**src/lrtd_pkg.sv**
```systemverilog
package lrtd_pkg;

  // Field widths fixed by the transaction format
  localparam int KEY_W   = 8;
  localparam int DATA_W  = 32;
  localparam int SLOT_W  = 2;
  localparam int STAMP_W = 32;

  // Request codes
  localparam logic REQ_LOOKUP = 1'b0;
  localparam logic REQ_TRIM   = 1'b1;

  // Input transaction
  typedef struct packed {
    logic              req_type;
    logic [KEY_W-1:0]  key;
    logic              load_ok;
    logic [DATA_W-1:0] fill_data;
  } lrtd_in_t;

  // Result transaction
  typedef struct packed {
    logic              hit;
    logic [SLOT_W-1:0] slot;
    logic [DATA_W-1:0] resp_data;
    logic              replaced;
    logic              status;
  } lrtd_out_t;

  // Controller states
  typedef enum logic {
    ST_IDLE,
    ST_EXEC
  } lrtd_state_t;

  // Controller to datapath commands
  typedef struct packed {
    logic load;   // capture the incoming transaction
    logic exec;   // run lookup/fill/trim on the captured transaction
  } lrtd_cmd_t;

endpackage

```
**src/lrtd_ctrl.sv**
```systemverilog
module lrtd_ctrl (
  input  logic             clk,
  input  logic             rst_n,
  input  logic             start,
  output logic             busy,
  output lrtd_pkg::lrtd_cmd_t cmd
);
  import lrtd_pkg::*;

  lrtd_state_t state_r;
  lrtd_state_t state_nxt;

  // State register
  always_ff @(posedge clk) begin
    if (!rst_n) begin
      state_r <= ST_IDLE;
    end else begin
      state_r <= state_nxt;
    end
  end

  // Next state and commands
  always_comb begin
    state_nxt = state_r;
    cmd       = '0;
    busy      = 1'b0;
    case (state_r)
      ST_IDLE: begin
        if (start) begin
          cmd.load  = 1'b1;
          state_nxt = ST_EXEC;
        end
      end
      ST_EXEC: begin
        busy      = 1'b1;
        cmd.exec  = 1'b1;
        state_nxt = ST_IDLE;
      end
      default: begin
        state_nxt = ST_IDLE;
      end
    endcase
  end

  // Every execute cycle is followed by idle
  a_exec_one_cycle: assert property (@(posedge clk) disable iff (!rst_n)
    (state_r == ST_EXEC) |=> (state_r == ST_IDLE))
    else $error("execute state held for more than one cycle");

  // An accepted transaction always moves on to execute
  a_accept_exec: assert property (@(posedge clk) disable iff (!rst_n)
    (start && !busy) |=> cmd.exec)
    else $error("accepted transaction not executed");

endmodule

```
**src/lrtd_datapath.sv**
```systemverilog
module lrtd_datapath #(
  parameter int WAYS          = 4,
  parameter int PAYLOAD_WIDTH = 32
) (
  input  logic                 clk,
  input  logic                 rst_n,
  input  lrtd_pkg::lrtd_cmd_t  cmd,
  input  lrtd_pkg::lrtd_in_t   in_item,
  output logic                 out_strobe,
  output lrtd_pkg::lrtd_out_t  out_result
);
  import lrtd_pkg::*;

  localparam int IW     = $clog2(WAYS);
  localparam int LEVELS = IW;
  localparam int NODES  = 1 << IW;

  // Way storage
  logic [KEY_W-1:0]         tag_r     [WAYS];
  logic [PAYLOAD_WIDTH-1:0] payload_r [WAYS];
  logic [STAMP_W-1:0]       stamp_r   [WAYS];
  logic [WAYS-1:0]          valid_r;
  logic [STAMP_W-1:0]       ctr_r;

  // Captured transaction and result register
  lrtd_in_t  req_r;
  lrtd_out_t res_r;
  lrtd_out_t res_nxt;
  logic      strobe_r;

  // Compare tree nodes for the LRU search
  logic [STAMP_W-1:0] lvl_stamp [LEVELS+1][NODES];
  logic [IW-1:0]      lvl_idx   [LEVELS+1][NODES];
  logic               lvl_ok    [LEVELS+1][NODES];
  logic [STAMP_W-1:0] base_stamp [NODES];
  logic [IW-1:0]      base_idx   [NODES];
  logic               base_ok    [NODES];

  logic [WAYS-1:0]          hit_vec;
  logic                     hit_any;
  logic [IW-1:0]            hit_idx;
  logic                     inv_any;
  logic [IW-1:0]            inv_idx;
  logic [IW-1:0]            victim;
  logic [STAMP_W-1:0]       ctr_inc1;
  logic [STAMP_W-1:0]       ctr_inc2;
  logic [63:0]              fill64;
  logic [PAYLOAD_WIDTH-1:0] fill_pw;
  logic [63:0]              fill_pw64;
  logic [63:0]              hit_pl64;
  logic [4:0]               hit_idx5;
  logic [4:0]               victim5;

  // Leaves of the compare tree, padded with empty nodes
  for (genvar g = 0; g < NODES; g++) begin : g_leaf
    if (g < WAYS) begin : g_real
      assign base_stamp[g] = stamp_r[g];
      assign base_ok[g]    = 1'b1;
    end else begin : g_pad
      assign base_stamp[g] = '0;
      assign base_ok[g]    = 1'b0;
    end
    assign base_idx[g] = IW'(g);
  end

  // Oldest-stamp tree; left node wins ties, giving the lowest index
  always_comb begin
    for (int l = 0; l <= LEVELS; l++) begin
      for (int j = 0; j < NODES; j++) begin
        lvl_stamp[l][j] = '0;
        lvl_idx[l][j]   = '0;
        lvl_ok[l][j]    = 1'b0;
      end
    end
    for (int j = 0; j < NODES; j++) begin
      lvl_stamp[0][j] = base_stamp[j];
      lvl_idx[0][j]   = base_idx[j];
      lvl_ok[0][j]    = base_ok[j];
    end
    for (int l = 0; l < LEVELS; l++) begin
      for (int j = 0; j < (NODES >> (l + 1)); j++) begin
        if (lvl_ok[l][2*j+1] && (lvl_stamp[l][2*j+1] < lvl_stamp[l][2*j])) begin
          lvl_stamp[l+1][j] = lvl_stamp[l][2*j+1];
          lvl_idx[l+1][j]   = lvl_idx[l][2*j+1];
        end else begin
          lvl_stamp[l+1][j] = lvl_stamp[l][2*j];
          lvl_idx[l+1][j]   = lvl_idx[l][2*j];
        end
        lvl_ok[l+1][j] = lvl_ok[l][2*j] | lvl_ok[l][2*j+1];
      end
    end
  end

  // Tag match and first-invalid search
  always_comb begin
    hit_idx = '0;
    inv_idx = '0;
    for (int i = 0; i < WAYS; i++) begin
      hit_vec[i] = valid_r[i] && (tag_r[i] == req_r.key);
    end
    for (int i = WAYS - 1; i >= 0; i--) begin
      if (hit_vec[i]) begin
        hit_idx = IW'(i);
      end
      if (!valid_r[i]) begin
        inv_idx = IW'(i);
      end
    end
  end

  assign hit_any   = |hit_vec;
  assign inv_any   = ~&valid_r;
  assign victim    = inv_any ? inv_idx : lvl_idx[LEVELS][0];
  assign ctr_inc1  = ctr_r + STAMP_W'(1);
  assign ctr_inc2  = ctr_r + STAMP_W'(2);
  assign fill64    = 64'(req_r.fill_data);
  assign fill_pw   = fill64[PAYLOAD_WIDTH-1:0];
  assign fill_pw64 = 64'(fill_pw);
  assign hit_pl64  = 64'(payload_r[hit_idx]);
  assign hit_idx5  = 5'(hit_idx);
  assign victim5   = 5'(victim);

  // Capture the accepted transaction
  always_ff @(posedge clk) begin
    if (cmd.load) begin
      req_r <= in_item;
    end
  end

  // Directory control state: valid bits, tags, stamps, counter
  always_ff @(posedge clk) begin
    if (!rst_n) begin
      valid_r <= '0;
      ctr_r   <= '0;
      for (int i = 0; i < WAYS; i++) begin
        tag_r[i]   <= '0;
        stamp_r[i] <= '0;
      end
    end else if (cmd.exec) begin
      if (req_r.req_type == REQ_TRIM) begin
        valid_r <= '0;
        for (int i = 0; i < WAYS; i++) begin
          tag_r[i]   <= '0;
          stamp_r[i] <= '0;
        end
      end else if (hit_any) begin
        ctr_r            <= ctr_inc1;
        stamp_r[hit_idx] <= ctr_inc1;
      end else if (req_r.load_ok) begin
        ctr_r           <= ctr_inc2;
        tag_r[victim]   <= req_r.key;
        stamp_r[victim] <= ctr_inc2;
        valid_r[victim] <= 1'b1;
      end else begin
        ctr_r <= ctr_inc1;
      end
    end
  end

  // Payload words, only read from valid ways
  always_ff @(posedge clk) begin
    if (cmd.exec && (req_r.req_type == REQ_LOOKUP) && !hit_any && req_r.load_ok) begin
      payload_r[victim] <= fill_pw;
    end
  end

  // Next result
  always_comb begin
    res_nxt = '0;
    if (req_r.req_type == REQ_LOOKUP) begin
      if (hit_any) begin
        res_nxt.hit       = 1'b1;
        res_nxt.slot      = hit_idx5[SLOT_W-1:0];
        res_nxt.resp_data = hit_pl64[DATA_W-1:0];
      end else if (req_r.load_ok) begin
        res_nxt.slot      = victim5[SLOT_W-1:0];
        res_nxt.resp_data = fill_pw64[DATA_W-1:0];
        res_nxt.replaced  = valid_r[victim];
      end else begin
        res_nxt.slot   = victim5[SLOT_W-1:0];
        res_nxt.status = 1'b1;
      end
    end
  end

  // Result register
  always_ff @(posedge clk) begin
    if (cmd.exec) begin
      res_r <= res_nxt;
    end
  end

  // Result strobe
  always_ff @(posedge clk) begin
    if (!rst_n) begin
      strobe_r <= 1'b0;
    end else begin
      strobe_r <= cmd.exec;
    end
  end

  assign out_strobe = strobe_r;
  assign out_result = res_r;

  // A lookup advances the counter by one, or two on a fill
  a_ctr_step: assert property (@(posedge clk) disable iff (!rst_n)
    (cmd.exec && (req_r.req_type == REQ_LOOKUP)) |=>
      ((ctr_r == $past(ctr_r) + STAMP_W'(1)) || (ctr_r == $past(ctr_r) + STAMP_W'(2))))
    else $error("access counter stepped wrongly");

  // Trim leaves every way invalid and keeps the counter
  a_trim_clears: assert property (@(posedge clk) disable iff (!rst_n)
    (cmd.exec && (req_r.req_type == REQ_TRIM)) |=> ((valid_r == '0) && $stable(ctr_r)))
    else $error("trim did not clear the directory");

  // A failed load reports no data and no replacement
  a_fail_quiet: assert property (@(posedge clk) disable iff (!rst_n)
    (out_strobe && out_result.status) |->
      (!out_result.hit && !out_result.replaced && (out_result.resp_data == '0)))
    else $error("failed load result carries data");

  // A replacement only happens once every way is valid
  a_replace_full: assert property (@(posedge clk) disable iff (!rst_n)
    (cmd.exec && (req_r.req_type == REQ_LOOKUP) && !hit_any && req_r.load_ok
      && !inv_any) |=> (out_result.replaced && (valid_r == '1)))
    else $error("replacement with free ways left");

endmodule

```
**src/lru_tag_directory_4way_core.sv**
```systemverilog
// Channel  | Ports                         | Transaction marker
// ---------+-------------------------------+-------------------------------
// input    | start, busy, in_item          | start high while busy low
// result   | out_strobe, out_result        | out_strobe high for one cycle
//
// Each transaction has an accept cycle, then an execute cycle
// in which tag match, oldest-stamp search and the directory update happen.
// The result shows on out_strobe in the cycle after execute; busy is high
// during execute only, so a new transaction can be accepted with the result.
// Reset (rst_n low, synchronous) clears valid bits, tags, stamps and counter.
// The receiver cannot stall: every result is taken in its strobe cycle.
module lru_tag_directory_4way_core #(
  parameter int WAYS          = 4,
  parameter int PAYLOAD_WIDTH = 32
) (
  input  logic                clk,
  input  logic                rst_n,
  input  logic                start,
  output logic                busy,
  input  lrtd_pkg::lrtd_in_t  in_item,
  output logic                out_strobe,
  output lrtd_pkg::lrtd_out_t out_result
);
  import lrtd_pkg::*;

  lrtd_cmd_t cmd;

  // Sequencer
  lrtd_ctrl u_ctrl (
    .clk   (clk),
    .rst_n (rst_n),
    .start (start),
    .busy  (busy),
    .cmd   (cmd)
  );

  // Directory and result path
  lrtd_datapath #(
    .WAYS          (WAYS),
    .PAYLOAD_WIDTH (PAYLOAD_WIDTH)
  ) u_datapath (
    .clk        (clk),
    .rst_n      (rst_n),
    .cmd        (cmd),
    .in_item    (in_item),
    .out_strobe (out_strobe),
    .out_result (out_result)
  );

endmodule

```
**config.mk**
```make
export PLATFORM = sky130hd
export DESIGN_NAME = lru_tag_directory_4way_core
export DESIGN_NICKNAME = d
export VERILOG_FILES = /design/src/lrtd_pkg.sv /design/src/lrtd_ctrl.sv /design/src/lrtd_datapath.sv /design/src/lru_tag_directory_4way_core.sv
export SDC_FILE = /design/constraint.sdc
export NUM_CORES = 1
export LEC_CHECK = 0
export ABC_AREA = 1
export BUFFER_PORTS_ARGS = -buffer_cell sky130_fd_sc_hd__buf_4
export CORE_ASPECT_RATIO = 1.2
export CORE_MARGIN = 2
export CORE_UTILIZATION = 50
export DETAILED_ROUTE_END_ITERATION = 10
export GPL_TIMING_DRIVEN = 0
export PLACE_DENSITY = 0.68
export SYNTH_ARGS = -nofsm -noshare
export SYNTH_HDL_FRONTEND = slang
export SYNTH_SLANG_ARGS = --single-unit
```
**constraint.sdc**
```tcl
create_clock -name clk -period 8.95 [get_ports clk]
set_clock_uncertainty 0.2 [all_clocks]
set_input_delay 0.4475 -clock clk [delete_from_list [all_inputs] [get_ports clk]]
set_output_delay 0.4475 -clock clk [all_outputs]
set_load 0.02 [all_outputs]
```
==> out/summary.json, run 1 <==
{
  "layout.cells.most_common_list": {"value": "nand2_1, edfxtp_1, nor2_1"},
  "synth_area_leaders": {"value": "edfxtp_1, nand2_1, ha_1"},
  "cap_viol_max_count": {"value": 0},
  "areaGrowthSynthToFinish": {"value": 17.0, "unit": "%"},
  "tritoncts.num_buffers": {"value": 41},
  "hpwl": {"value": 35.0, "unit": "mm"},
  "clock_pin_transition_on_the_worst_setup_and_hold_timing_paths": {"value": 0.06, "unit": "ns"},
  "cts_resized": {"value": 0},
  "hold_viol": {"value": 0},
  "hold_slack": {"value": 0.0386, "unit": "ns"},
  "run_status": {"value": "completed"},
  "post_route_cells_drive_above_1_share": {"value": 0.123},
  "worst-endpoint-arrival": {"value": 6.58, "unit": "ns"},
  "cts_sinks": {"value": 405},
  "die_width": {"value": 185, "unit": "um"},
  "timing.critical_path.to_type": {"value": "flip-flop"},
  "clock.fmax": {"value": 154, "unit": "MHz"},
  "finalWorstPathRequiredPeriod": {"value": 6.51, "unit": "ns"},
  "antenna_cells": {"value": 0},
  "timing.slew.headroom": {"value": 0.386},
  "cts_hold_buf": {"value": 42},
  "report.final.slew_viol_count": {"value": 0},
  "setup_slack": {"value": 2.44, "unit": "ns"},
  "final.period_utilization": {"value": 0.727},
  "detail-route-antenna-nets": {"value": 0},
  "min-delay-path-class": {"value": "in2reg"},
  "mappedNetlistArea": {"value": 19700, "unit": "sq um"},
  "gpl.final_weighted_congestion": {"value": 0.962},
  "grt_pass1_wl": {"value": 76.0, "unit": "mm"},
  "totalPowerFinal": {"value": 4.31, "unit": "mW"},
  "placement.setup.worst_slack": {"value": 2.48, "unit": "ns"},
  "routedWlPerCell": {"value": 18.5, "unit": "um"},
  "clk_latency": {"value": 0.56, "unit": "ns"},
  "net_count_final": {"value": 2218},
  "grt_antenna_before_repair": {"value": 0},
  "core_region_area": {"value": 38800, "unit": "sq um"},
  "boundaryPins": {"value": 84},
  "mostFrequentLayoutCell": {"value": "nand2_1"},
  "setup.worst_path.class": {"value": "reg2reg"},
  "grt_use_total": {"value": 0.240},
  "yosys.area.top_type": {"value": "edfxtp_1"},
  "ys_warn_count": {"value": 0},
  "synth.ff_latch_count": {"value": 405},
  "postSynthNetCount": {"value": 2037},
  "top_fanout_value_on_the_critical_path": {"value": 11},
  "tritoncts": {"value": "done"},
  "netlist.area_leader.share": {"value": 0.560},
  "post_synth_inst_count": {"value": 1897},
  "dp_area": {"value": 21200, "unit": "sq um"},
  "grt_start_max_net_pins": {"value": 33},
  "row_count": {"value": 79},
  "ir_worst_vdd": {"value": 0.169, "unit": "mV"},
  "vias": {"value": 14207},
  "cts-root-to-sink-buffers": {"value": 3},
  "syn_area_per_cell": {"value": 10.4, "unit": "sq um"},
  "yosys.cell_types.count": {"value": 51},
  "p_per_area": {"value": 187, "unit": "nW/um^2"},
  "postCtsSetupBuffers": {"value": 0},
  "synth_async_sr_flop_share": {"value": 0},
  "route.detailed.drc": {"value": 0},
  "grt_setup_unrepaired": {"value": "false"},
  "grt_pass1_vias": {"value": 14485},
  "max_slew.worst_pin.slew": {"value": 0.918, "unit": "ns"},
  "synth_ff_type": {"value": "edfxtp_1"},
  "grt-ovfl-total": {"value": 0},
  "die_area": {"value": 41000, "unit": "sq um"},
  "port_buffers": {"value": 82},
  "die-height": {"value": 221, "unit": "um"},
  "cellLeakagePower": {"value": 8.58, "unit": "nW"},
  "drtIter0Drc": {"value": 1193},
  "cts-root-buf": {"value": "clkbuf_16"},
  "num-fill-cells": {"value": 3199},
  "synth-seq-area-share": {"value": 0.598},
  "cts_max_level": {"value": 2},
  "data_required_time_at_the_worst_endpoint": {"value": 9.02, "unit": "ns"},
  "final_area": {"value": 23000, "unit": "sq um"},
  "startpoint_type": {"value": "flip-flop"},
  "floorplan.initialDensity": {"value": 0.507},
  "synth-edff-count": {"value": 367},
  "drtPass1Iterations": {"value": 5},
  "route.final.wire_length": {"value": 48.7, "unit": "mm"},
  "via_density": {"value": 5.39},
  "setup_tns": {"value": 0, "unit": "ns"},
  "setup_viol": {"value": 0}
}
## per-layer routing
| metal | global-route usage | part of all wire |
|---|---|---|
| met5 | 0 | 0 |
| met4 | 0.0904 | 0.033 |
| met3 | 0.0280 | 0.046 |
| met2 | 0.442 | 0.53 |
| met1 | 0.283 | 0.39 |
## per-stage QoR
step | std cells | util
final | 2636 | 0.593
after global routing | 2636 | 0.593
after CTS | 2636 | 0.593
after detailed placement | 2519 | 0.545
after global placement | 2505 | 0.540
after floorplan | 1897 | -
## logic make-up after synthesis
group           share of synthesized area
simple gates                        0.169
flops                               0.598
compound gates                     0.0924
buf+inv                            0.0506
fa+ha+maj                          0.0604
xor+xnor                           0.0294
mux                              0.000508
## flip-flops by register name, indices dropped and copies added (netlist names)
name                   cells
u_datapath.out_result     37
u_datapath.fill_pw        32
u_datapath.tag_r          32
u_datapath.out_strobe      1
u_ctrl.state_r             1
u_datapath.req_r          10
u_datapath.stamp_r       128
u_datapath.ctr_r          32
u_datapath.valid_r         4
u_datapath.payload_r     128
## worst paths after layout
kind / start / endpoint / slack (ns) / cells past startpoint
setup / recovery: u_datapath.stamp_r[3][31]$_SDFFCE_PN0P_ / u_datapath.payload_r[0][31]$_DFFE_PP_ / 2.44 / 27
hold / removal: start / u_ctrl.state_r$_SDFF_PN0_ / 0.04 / 3
setup reg to reg: u_datapath.stamp_r[3][31]$_SDFFCE_PN0P_ / u_datapath.payload_r[0][31]$_DFFE_PP_ / 2.44 / 27
hold reg to reg: u_datapath.valid_r[3]$_SDFFE_PN0P_ / u_datapath.valid_r[3]$_SDFFE_PN0P_ / 0.31 / 2
## final cells by class
| cell class | count | area [sq um] | share of cell area |
|---|---|---|---|
| clock buffers | 47 | 1100 | 0.0477 |
| clock inverters | 28 | 330 | 0.0143 |
| repair buffers | 138 | 1210 | 0.0527 |
| well taps | 526 | 658 | 0.0286 |
| inverters | 165 | 622 | 0.0270 |
| multi-input cells | 1253 | 6950 | 0.302 |
| flip-flops and latches | 405 | 11800 | 0.511 |
| plain buffers | 74 | 374 | 0.0162 |
## power breakdown
group | internal [mW] | switching, mW
Combinational | 0.130 | 0.221
Clock | 1.06 | 0.739
Sequential | 2.12 | 0.0341
Total | 3.32 | 0.993
## synth_stat cells (2+ instances only)
cell type / n
nand3_2: 8
nand2_2: 7
nor3_1: 29
ha_1: 95
clkinv_1: 2
edfxtp_1: 367
o21ai_0: 149
a211o_1: 2
o22ai_1: 37
clkbuf_1: 52
nand3_1: 50
nor2_1: 231
a22o_1: 15
buf_2: 11
nand2_1: 398
buf_6: 11
inv_2: 7
nand4_1: 12
o21a_1: 13
o211ai_1: 3
nor2_2: 31
a221oi_1: 2
dfxtp_1: 38
a211oi_1: 7
nor4_1: 5
nand2_4: 2
a32o_1: 17
o21ai_1: 8
a21oi_1: 47
nor2_4: 2
xor2_1: 57
inv_1: 155
xnor2_1: 9
## critical path: stages, from the launching register on
cell and delay [ns]:
edfxtp_1 0.42, ha_1 0.35, nand2_1 0.08, nor2_1 0.19
nor3b_2 0.20, inv_1 0.10, a21oi_1 0.17, nor2_1 0.09
nand2_1 0.10, clkinv_1 0.26, clkbuf_1 0.34, o21ai_0 0.24
ha_1 0.27, a21oi_1 0.20, nor2_1 0.07, a211oi_1 0.19
o221a_2 0.23, nor2_1 0.05, a211oi_1 0.52, nand2_1 0.11
nand2_1 0.07, nand3_1 0.18, nand2_1 0.29, inv_2 0.14
nor3_2 0.56, buf_6 0.24, buf_6 0.19, buf_8 0.16
Power figures use the tool's default switching activity.
==> inputs of run 2 (changes only) <==
--- a/config.mk
+++ b/config.mk
@@ -12,7 +12,7 @@
 export CORE_UTILIZATION = 50
 export DETAILED_ROUTE_END_ITERATION = 10
 export GPL_TIMING_DRIVEN = 0
-export PLACE_DENSITY = 0.68
+export PLACE_DENSITY = 0.7
 export SYNTH_ARGS = -nofsm -noshare
 export SYNTH_HDL_FRONTEND = slang
 export SYNTH_SLANG_ARGS = --single-unit
==> constraint.sdc (replaced) <==
create_clock -name clk -period 5.3 [get_ports clk]
set_clock_uncertainty 0.2 [all_clocks]
set_input_delay 0.265 -clock clk [delete_from_list [all_inputs] [get_ports clk]]
set_output_delay 0.265 -clock clk [all_outputs]
set_load 0.02 [all_outputs]
==> out/summary.json, run 2 (synthesis results as in run 1) <==
{
  "min-delay-path-class": {"value": "in2reg"},
  "grt_start_max_net_pins": {"value": 36},
  "startpoint_type": {"value": "flip-flop"},
  "setup_tns": {"value": 0, "unit": "ns"},
  "tritoncts": {"value": "done"},
  "ir_worst_vdd": {"value": 0.281, "unit": "mV"},
  "vias": {"value": 14378},
  "clk_latency": {"value": 0.55, "unit": "ns"},
  "num-fill-cells": {"value": 3140},
  "grt_pass1_wl": {"value": 77.5, "unit": "mm"},
  "layout.cells.most_common_list": {"value": "nand2_1, edfxtp_1, nor2_1"},
  "data_required_time_at_the_worst_endpoint": {"value": 5.34, "unit": "ns"},
  "clock_pin_transition_on_the_worst_setup_and_hold_timing_paths": {"value": 0.06, "unit": "ns"},
  "hold_slack": {"value": 0.234, "unit": "ns"},
  "holdPathEnd": {"value": "u_datapath.fill_pw[25]$_DFFE_PP_"},
  "grt-ovfl-total": {"value": 0},
  "min_path_cells": {"value": 2},
  "setup_viol": {"value": 0},
  "drtIter0Drc": {"value": 1053},
  "cts-root-buf": {"value": "clkbuf_16"},
  "grt_use_total": {"value": 0.243},
  "timing.slew.headroom": {"value": 0.422},
  "placement.setup.worst_slack": {"value": -1.13, "unit": "ns"},
  "detail-route-antenna-nets": {"value": 0},
  "final_area": {"value": 23300, "unit": "sq um"},
  "core_region_area": {"value": 38800, "unit": "sq um"},
  "tritoncts.num_buffers": {"value": 41},
  "die_width": {"value": 185, "unit": "um"},
  "timing.critical_path.to_type": {"value": "flip-flop"},
  "totalPowerFinal": {"value": 7.01, "unit": "mW"},
  "dp_area": {"value": 21200, "unit": "sq um"},
  "worst-endpoint-arrival": {"value": 5.11, "unit": "ns"},
  "net_count_final": {"value": 2233},
  "cts-root-to-sink-buffers": {"value": 3},
  "hold_start": {"value": "in_item[25]"},
  "report.final.slew_viol_count": {"value": 0},
  "areaGrowthSynthToFinish": {"value": 18.5, "unit": "%"},
  "drtPass1Iterations": {"value": 5},
  "cap_viol_max_count": {"value": 0},
  "gpl.final_weighted_congestion": {"value": 0.928},
  "setup.worst_path.class": {"value": "reg2reg"},
  "grt_antenna_before_repair": {"value": 0},
  "row_count": {"value": 79},
  "cellLeakagePower": {"value": 8.72, "unit": "nW"},
  "route.final.wire_length": {"value": 49.2, "unit": "mm"},
  "die-height": {"value": 221, "unit": "um"},
  "p_per_area": {"value": 300, "unit": "nW/um^2"},
  "reg2reg_to": {"value": "u_datapath.stamp_r[3][28]$_SDFFCE_PN0P_"},
  "cp-startpoint": {"value": "u_datapath.stamp_r[3][31]$_SDFFCE_PN0P_"},
  "clock.fmax": {"value": 197, "unit": "MHz"},
  "final_cells": {"value": 2649},
  "mostFrequentLayoutCell": {"value": "nand2_1"},
  "setup_slack": {"value": 0.230, "unit": "ns"},
  "route.detailed.drc": {"value": 0},
  "post_route_cells_drive_above_1_share": {"value": 0.134},
  "cts_sinks": {"value": 405},
  "die_area": {"value": 41000, "unit": "sq um"},
  "port_buffers": {"value": 82},
  "via_density": {"value": 5.43},
  "max_slew.worst_pin.slew": {"value": 0.858, "unit": "ns"},
  "run_status": {"value": "completed"},
  "boundaryPins": {"value": 84},
  "top_fanout_value_on_the_critical_path": {"value": 11},
  "worst-r2r-cell-count": {"value": 27},
  "layout.core_utilization": {"value": 0.601},
  "final.period_utilization": {"value": 0.957},
  "cts_max_level": {"value": 2},
  "r2r_slack": {"value": 0.23, "unit": "ns"},
  "worstReg2RegStart": {"value": "u_datapath.stamp_r[3][31]$_SDFFCE_PN0P_"},
  "antenna_cells": {"value": 0},
  "floorplan.initialDensity": {"value": 0.507},
  "grt_pass1_vias": {"value": 14638},
  "finalWorstPathRequiredPeriod": {"value": 5.07, "unit": "ns"},
  "hpwl": {"value": 33.9, "unit": "mm"},
  "placed_cells_incl_taps": {"value": 2514},
  "routedWlPerCell": {"value": 18.6, "unit": "um"},
  "hold_viol": {"value": 0}
}
run 2: changes by cell type in the layout (fill, tap and decap cells not counted), sizes merged:
cell,previous run,this run
buf,118,130
bufinv,6,2
clkinvlp,4,0
nand2,407,411
clkbuf,99,102
clkinv,18,16
dlygate4sd3,42,44
inv,165,167
run 2: how the worst max path moves through the flow:
stage	to	slack (ns)
2_1_floorplan	u_datapath.payload_r[3][0]$_DFFE_PP_	-0.15
3_3_place_gp	u_datapath.payload_r[0][15]$_DFFE_PP_	-2.28
3_5_place_dp	u_datapath.stamp_r[0][10]$_SDFFCE_PN0P_	-1.13
4_1_cts	u_datapath.stamp_r[2][28]$_SDFFCE_PN0P_	-0.05
5_1_grt	u_datapath.tag_r[0][1]$_SDFFCE_PN0P_	-0.007
6_report	u_datapath.stamp_r[3][28]$_SDFFCE_PN0P_	0.23
run 2: worst max-delay path, stage by stage (launching register included):
cell,delay [ns]
edfxtp_1,0.39
ha_1,0.31
nand2_1,0.08
nor2_2,0.15
nor3b_2,0.18
inv_1,0.11
a21oi_1,0.16
nor2_1,0.08
nand2_1,0.14
inv_4,0.09
buf_4,0.18
o21ai_0,0.19
ha_1,0.27
a21oi_1,0.20
nor2_1,0.08
a211oi_2,0.15
o221a_2,0.24
nor2_1,0.06
a211oi_2,0.20
buf_4,0.17
nand3_1,0.14
nand3_4,0.14
nand3_4,0.15
nand2_4,0.14
nand2_4,0.12
buf_6,0.18
nand2_4,0.09
buf_12,0.17
run 2: power breakdown:
group	switching, mW	internal [mW]	total [mW]
logic	0.399	0.244	0.644
registers	0.0543	3.58	3.64
clock network	1.19	1.54	2.73
total	1.64	5.37	7.01
run 2: repair_timing:
item                                   4_1_cts  5_1_grt
resized for setup                           34       36
setup buffers                                9        4
setup endpoints to repair                  452      406
pin swaps                                    5        5
hold buffers                                44        0
endpoints found under the hold margin       45        0
cloned                                       4        0
run 2: per-layer routing:
layer / share of wire / wire length [um] / global-route usage
met5: 0 / 0 / 0
met4: 0.036 / 1780 / 0.0968
met3: 0.047 / 2310 / 0.0326
met2: 0.53 / 25800 / 0.438
met1: 0.39 / 19300 / 0.291
run 2: layout make-up:
type | instances | area [sq um] | share of cell area
plain buffers | 74 | 415 | 0.0178
clock buffers | 53 | 1080 | 0.0463
clock inverters | 20 | 154 | 0.00659
inverters | 165 | 624 | 0.0267
multi-input cells | 1257 | 7240 | 0.310
flip-flops and latches | 405 | 11800 | 0.505
well taps | 526 | 658 | 0.0282
repair buffers | 149 | 1390 | 0.0595
